--- src/rtl/dca_pkg.sv ---
// Package for the delayed conjugate autocorrelation block: field widths,
// reset constants and shared types. No dependencies.
`default_nettype none

package dca_pkg;

   // Fixed widths of the channel fields.
   localparam int SampleW  = 16;
   localparam int ProductW = 33;
   localparam int PowerW   = 32;
   localparam int LagW     = 9;

   typedef logic [LagW-1:0] lag_type;

   localparam lag_type LagReset = lag_type'(16);

   // Per-cell control of the delay line.
   typedef struct packed {
      logic shift;
      logic sel;
   } cell_ctrl_type;

endpackage

`default_nettype wire

--- src/rtl/dca_if.sv ---
// Channel interfaces of the block: sample items in, result items out and
// the lag write channel. Depends on dca_pkg.
`default_nettype none


interface dca_rsp_if;
   logic                                valid;
   logic                                ready;
   logic signed [dca_pkg::ProductW-1:0] product_re;
   logic signed [dca_pkg::ProductW-1:0] product_im;
   logic [dca_pkg::PowerW-1:0]          power;

   modport source (output valid, output product_re, output product_im, output power,
                   input ready);
   modport sink   (input valid, input product_re, input product_im, input power,
                   output ready);
endinterface


`default_nettype wire

--- src/rtl/dca_cmul.sv ---
// Three-stage conjugate multiply and power pipeline with per-stage flow
// control; drives the result channel. Depends on dca_pkg and dca_rsp_if.
`default_nettype none

module dca_cmul #(
   parameter int SAMPLE_BITS = 16
) (
   input  wire logic                          clock,
   input  wire logic                          reset,
   input  wire logic                          in_valid,
   output logic                               in_ready,
   input  wire logic signed [SAMPLE_BITS-1:0] x_re,
   input  wire logic signed [SAMPLE_BITS-1:0] x_im,
   input  wire logic signed [SAMPLE_BITS-1:0] d_re,
   input  wire logic signed [SAMPLE_BITS-1:0] d_im,
   dca_rsp_if.source                          rsp
);

   localparam int MulW = 2 * SAMPLE_BITS;
   localparam int SumW = (MulW + 1 > dca_pkg::ProductW) ? MulW + 1 : dca_pkg::ProductW;

   logic en1, en2, en3;
   logic v1_ff, v2_ff, v3_ff;
   logic v1_in, v2_in, v3_in;

   logic signed [SAMPLE_BITS-1:0] xr_ff, xi_ff, dr_ff, di_ff;
   logic signed [MulW-1:0]        rr_ff, ii_ff, ri_ff, ir_ff, sqr_ff, sqi_ff;
   logic signed [SumW-1:0]        sum_re, sum_im, sum_pw;

   logic signed [dca_pkg::ProductW-1:0] product_re_ff, product_im_ff;
   logic [dca_pkg::PowerW-1:0]          power_ff;

   // A stage moves when it is empty, or when the stage after it is empty or moving too.
   assign en3 = !v3_ff || rsp.ready;
   assign en2 = !v2_ff || en3;
   assign en1 = !v1_ff || en2;
   assign in_ready = en1;

   assign v1_in = en1 ? in_valid : v1_ff;
   assign v2_in = en2 ? v1_ff    : v2_ff;
   assign v3_in = en3 ? v2_ff    : v3_ff;

   always_ff @(posedge clock) begin
      if (reset) begin
         v1_ff <= 1'b0;
         v2_ff <= 1'b0;
         v3_ff <= 1'b0;
      end else begin
         v1_ff <= v1_in;
         v2_ff <= v2_in;
         v3_ff <= v3_in;
      end
   end

   always_ff @(posedge clock) begin
      if (en1) begin
         xr_ff <= x_re;
         xi_ff <= x_im;
         dr_ff <= d_re;
         di_ff <= d_im;
      end
   end

   always_ff @(posedge clock) begin
      if (en2) begin
         rr_ff  <= dr_ff * xr_ff;
         ii_ff  <= di_ff * xi_ff;
         ri_ff  <= dr_ff * xi_ff;
         ir_ff  <= di_ff * xr_ff;
         sqr_ff <= xr_ff * xr_ff;
         sqi_ff <= xi_ff * xi_ff;
      end
   end

   assign sum_re = SumW'(rr_ff) + SumW'(ii_ff);
   assign sum_im = SumW'(ri_ff) - SumW'(ir_ff);
   assign sum_pw = SumW'(sqr_ff) + SumW'(sqi_ff);

   always_ff @(posedge clock) begin
      if (en3) begin
         product_re_ff <= sum_re[dca_pkg::ProductW-1:0];
         product_im_ff <= sum_im[dca_pkg::ProductW-1:0];
         power_ff      <= sum_pw[dca_pkg::PowerW-1:0];
      end
   end

   assign rsp.valid      = v3_ff;
   assign rsp.product_re = product_re_ff;
   assign rsp.product_im = product_im_ff;
   assign rsp.power      = power_ff;

endmodule

`default_nettype wire

--- src/flat_wrapper.sv ---
// flat-port wrapper written by rule: the top's interface ports become plain ports
module dca_cmul_flat 
#(
   parameter int SAMPLE_BITS = 16
)
  (clock, reset, in_valid, in_ready, x_re, x_im, d_re, d_im, rsp_valid, rsp_product_re, rsp_product_im, rsp_power, rsp_ready);
  dca_rsp_if rsp_i ();
  input  wire logic clock;
  input  wire logic reset;
  input  wire logic in_valid;
  output logic in_ready;
  input  wire logic signed [SAMPLE_BITS-1:0] x_re;
  input  wire logic signed [SAMPLE_BITS-1:0] x_im;
  input  wire logic signed [SAMPLE_BITS-1:0] d_re;
  input  wire logic signed [SAMPLE_BITS-1:0] d_im;
  output wire logic [$bits(rsp_i.valid)-1:0] rsp_valid;
  output wire logic [$bits(rsp_i.product_re)-1:0] rsp_product_re;
  output wire logic [$bits(rsp_i.product_im)-1:0] rsp_product_im;
  output wire logic [$bits(rsp_i.power)-1:0] rsp_power;
  input wire logic [$bits(rsp_i.ready)-1:0] rsp_ready;
  assign rsp_valid = rsp_i.valid;
  assign rsp_product_re = rsp_i.product_re;
  assign rsp_product_im = rsp_i.product_im;
  assign rsp_power = rsp_i.power;
  assign rsp_i.ready = rsp_ready;
  dca_cmul #(.SAMPLE_BITS(SAMPLE_BITS)) u_core (.clock(clock), .reset(reset), .in_valid(in_valid), .in_ready(in_ready), .x_re(x_re), .x_im(x_im), .d_re(d_re), .d_im(d_im), .rsp(rsp_i));
endmodule
--- config.mk ---
export PLATFORM = sky130hd
export DESIGN_NAME = dca_cmul_flat
export DESIGN_NICKNAME = d
export VERILOG_FILES = /design/src/rtl/dca_pkg.sv /design/src/rtl/dca_if.sv /design/src/rtl/dca_cmul.sv /design/src/flat_wrapper.sv
export SDC_FILE = /design/constraint.sdc
export NUM_CORES = 2
export LEC_CHECK = 0
export BUFFER_PORTS_ARGS = -buffer_cell sky130_fd_sc_hd__clkbuf_2
export CAP_MARGIN = 20
export CORE_MARGIN = 2
export CORE_UTILIZATION = 45
export CTS_CLUSTER_SIZE = 28
export DETAILED_ROUTE_END_ITERATION = 12
export GPL_TIMING_DRIVEN = 0
export SYNTH_ARGS = -nofsm -noshare
export SYNTH_HDL_FRONTEND = slang
export SYNTH_SLANG_ARGS = --single-unit
--- constraint.sdc ---
create_clock -name clock -period 6.44 [get_ports clock]
set_input_delay 1.288 -clock clock [delete_from_list [all_inputs] [get_ports clock]]
set_output_delay 1.288 -clock clock [all_outputs]
set_load 0.02 [all_outputs]
==> results by group <==
Global routing
  – Largest net degree at the start of global routing: 107
  – Initial antenna violation count: 29
  – Tot GR Track Use: 0.319
  – Number of global-route vias before repair: 56900
  – Grt ovf: 0
  – First-pass GRT wire length: 375 mm

Place
  – Placed instance area: 76400 sq um
  – # port buffers: 167
  – Final GP Congestion: 1.03
  – DP HPWL: 204 mm
  – Setup WS pre-CTS: -2.51 ns

Setup path
  – R2R setup slack: -0.25 ns
  – Reg-to-reg critical path endpoint: u_core.ri_ff[31]
  – Crit-path leading delay family: adder cells
  – CP arrival: 7.09 ns
  – Critical Path Source Type: flip-flop
  – Critical Path RT: 6.84 ns
  – WP buf/inv: 8
  – CP max stage delay: 0.53 ns
  – R2R Path Start: u_core.xi_ff[10]
  – CP Capture Type: flip-flop
  – Cells on worst reg2reg path: 24
  – Critical Path Slowest Stage Cell: fa_1
  – Critical setup path kind: flip-flop to flip-flop
  – Crit path cell chain: buf_6 > clkbuf_16 > and2_4 > fa_1 > inv_1 > fa_1 > inv_1 > fa_2 > fa_1 > fa_1 > inv_1 > fa_1 > inv_2 > ha_4 > a211o_1 > nor2_2 > a21oi_4 > buf_12 > a311oi_4 > buf_12 > o311ai_4 > a31o_2 > a21oi_4 > xnor2_4
  – Top cell by count, worst path: fa_1
  – Levels on crit path: 24
  – Crit path max fanout: 6

Flow run
  – Max cap viols: 0

Cells and area
  – FILL cells: 13900
  – Final Net Count: 10200
  – P&R area growth vs syn: 21.7%
  – Area of the multi-input gates: 56800 sq um
  – Seq. cell area: 10600 sq um
  – Share of layout cells above drive strength 1: 0.200
  – Design area: 87800 sq um

Synthesis
  – Synth unique cells: 75
  – Syn Inst Count: 7324
  – YS warnings: 0
  – Yosys reg bits: 355
  – Post-synth EDFFs: 352
  – Sequential area share after synthesis: 0.147
  – Cell Area, Synth: 72100 sq um
  – Avg Inst Size Synth: 9.85 sq um
  – Ys async rst share: 0
  – Synth area leaders: fa_1 42%, edfxtp_1 15%, ha_1 10%
  – Post-synth top flop: edfxtp_1
  – Area leader, netlist: fa_1
  – Post-synth net total: 9505
  – Post-synth top area share: 0.422

Clock network
  – Clock tree buffer depth: 3
  – CTS root buffer: clkbuf_16
  – Clock-pin slew on the worst setup and hold paths: 0.06 ns
  – Clock sink total: 355
  – CTS H-tree lvls: 2
  – Worst-skew pair later-pin latency: 0.67 ns
  – CTS tree: built
  – Number of CTS-inserted buffers: 47

Timing
  – Final Setup Violations: 24
  – Final max-slew violation count: 0
  – Max_slew headroom: 0.278
  – Clk_skew: 0.0373 ns
  – Final WS setup: -0.254 ns
  – Worst-Margin Slew: 1.08 ns
  – Crit share post-route: 1.04
  – F_max: 0.149 GHz
  – Sum Neg Setup Slack: -2.80 ns
  – Final hold vios: 0
  – Fin crit period: 6.69 ns
  – RSZ-0062 raised after global routing: true

Drt
  – DRC viols: 0
  – Final WL: 259 mm
  – DR WL/cell: 25.6 microns
  – DRT iter0 DRCs: 4953
  – Vias per cell: 5.40
  – Pre-Repair DR Iteration Count: 6
  – Via count: 54600
  – Antenna viol nets, final: 0

Die
  – Die ar.: 164000 sq um
  – Io pins: 168
  – Row cnt: 146
  – Core region area: 159000 sq um
  – Chip width: 404 microns
  – Starting Density: 0.454
  – Die H: 404 microns

Worst hold path
  – Hold crit path type: flip-flop to flip-flop
  – Hold Crit Start: u_core.v2_ff
  – Hold path depth: 2
  – Worst hold endpoint: u_core.rsp.valid

Run status
  – Status: complete, but fails checks
  – Failing checks: setup timing
==> per-layer routing <==
layer  vias up  GRT usage  wire (microns)
met5         -          0             264
met4        24      0.151           16200
met3       586     0.0803           26000
met2      2524      0.486          113000
met1     28100      0.428          103000
li1      23400          -               -
==> final cells by class <==
type | instances | share of cell area
multi-input cells | 4839 | 0.647
plain buffers | 249 | 0.0376
repair buffers | 637 | 0.0653
clock buffers | 54 | 0.0138
flip-flops and latches | 355 | 0.121
clock inverters | 34 | 0.00513
diodes | 20 | 0.000570
inverters | 1851 | 0.0797
well taps | 2072 | 0.0295
==> placed cells by master, fill, tap and decap left out, types with 75 or more instances in the layout <==
cell / Yosys / routed
a21o_1: 89 / 89
a21oi_1: 193 / 145
and2_1: 589 / 534
buf_4: 0 / 324
buf_6: 1 / 82
clkbuf_16: 0 / 104
clkbuf_2: 0 / 193
edfxtp_1: 352 / 352
fa_1: 1521 / 1444
fa_2: 0 / 77
ha_1: 592 / 508
inv_1: 1851 / 1758
inv_2: 0 / 79
nand2_1: 724 / 660
nor2_1: 204 / 185
o21ai_0: 113 / 75
xnor2_1: 229 / 196
==> Yosys cell counts, types with 40 or more instances <==
library cell	number
inv_1	1851
fa_1	1521
nand2_1	724
ha_1	592
and2_1	589
edfxtp_1	352
clkbuf_1	270
xnor2_1	229
nor2_1	204
a21oi_1	193
o21ai_0	113
a21o_1	89
xor2_1	68
nand2b_1	52
nor3_1	45
nor2b_1	40
o21a_1	40
==> how the worst max path moves through the flow <==
| stage | startpoint | endpoint |
|---|---|---|
| after floorplan | u_core.xi_ff[8] | u_core.ri_ff[31] |
| after global placement | u_core.xi_ff[15] | u_core.ri_ff[24] |
| after detailed placement | u_core.xi_ff[6] | u_core.sqi_ff[31] |
| after CTS | u_core.xi_ff[10] | u_core.ii_ff[31] |
| after global routing | u_core.di_ff[14] | u_core.ii_ff[31] |
| final | u_core.xi_ff[10] | u_core.ri_ff[31] |
==> worst min-delay path: stages (launching register included) <==
cell and delay [ns]:
dfxtp_1 0.32, nor2_1 0.05, nor2_1 0.07
==> metrics by stage <==
stage                     hold WS [ns]  utilization  instances
after floorplan                  0.432            -       7324
after CTS                        0.478        0.530       9911
final                            0.471        0.553      10100
after global routing             0.536        0.553      10100
after detailed placement         0.457        0.481       9609
after global placement           0.452        0.476       9563
==> sequential cells by signal (all words and copies together) (netlist names), 16 cells and up <==
signal,count
u_core.rsp.product_im,33
u_core.rsp.product_re,33
u_core.ii_ff,32
u_core.ir_ff,32
u_core.ri_ff,32
u_core.rr_ff,32
u_core.rsp.power,32
u_core.sqi_ff,31
u_core.sqr_ff,31
u_core.di_ff,16
u_core.dr_ff,16
u_core.xi_ff,16
u_core.xr_ff,16
==> cell families (layout without fill, tap and decap cells) <==
group | after synthesis | count (layout) | share of synthesized area
buffers and inverters | 2130 | 2825 | 0.111
adder cells (fa/ha/maj) | 2113 | 2113 | 0.525
AND/OR/NAND/NOR | 1798 | 1798 | 0.123
AO/OA/AOI/OAI | 626 | 626 | 0.0570
flip-flops | 355 | 355 | 0.147
XOR/XNOR | 297 | 297 | 0.0361
multiplexers | 5 | 5 | 0.000711
other | 0 | 20 | 0
==> timing repair <==
item                       in CTS  in global routing
resized for setup            1035                651
buffers inserted              230                191
hold buffers                    0                  0
pin swaps                     224                365
cloned                          3                  3
setup endpoints to repair     131                 75
Power is not shown: default switching activity piles up to over one toggle a cycle in this logic, so the estimate is an artifact.
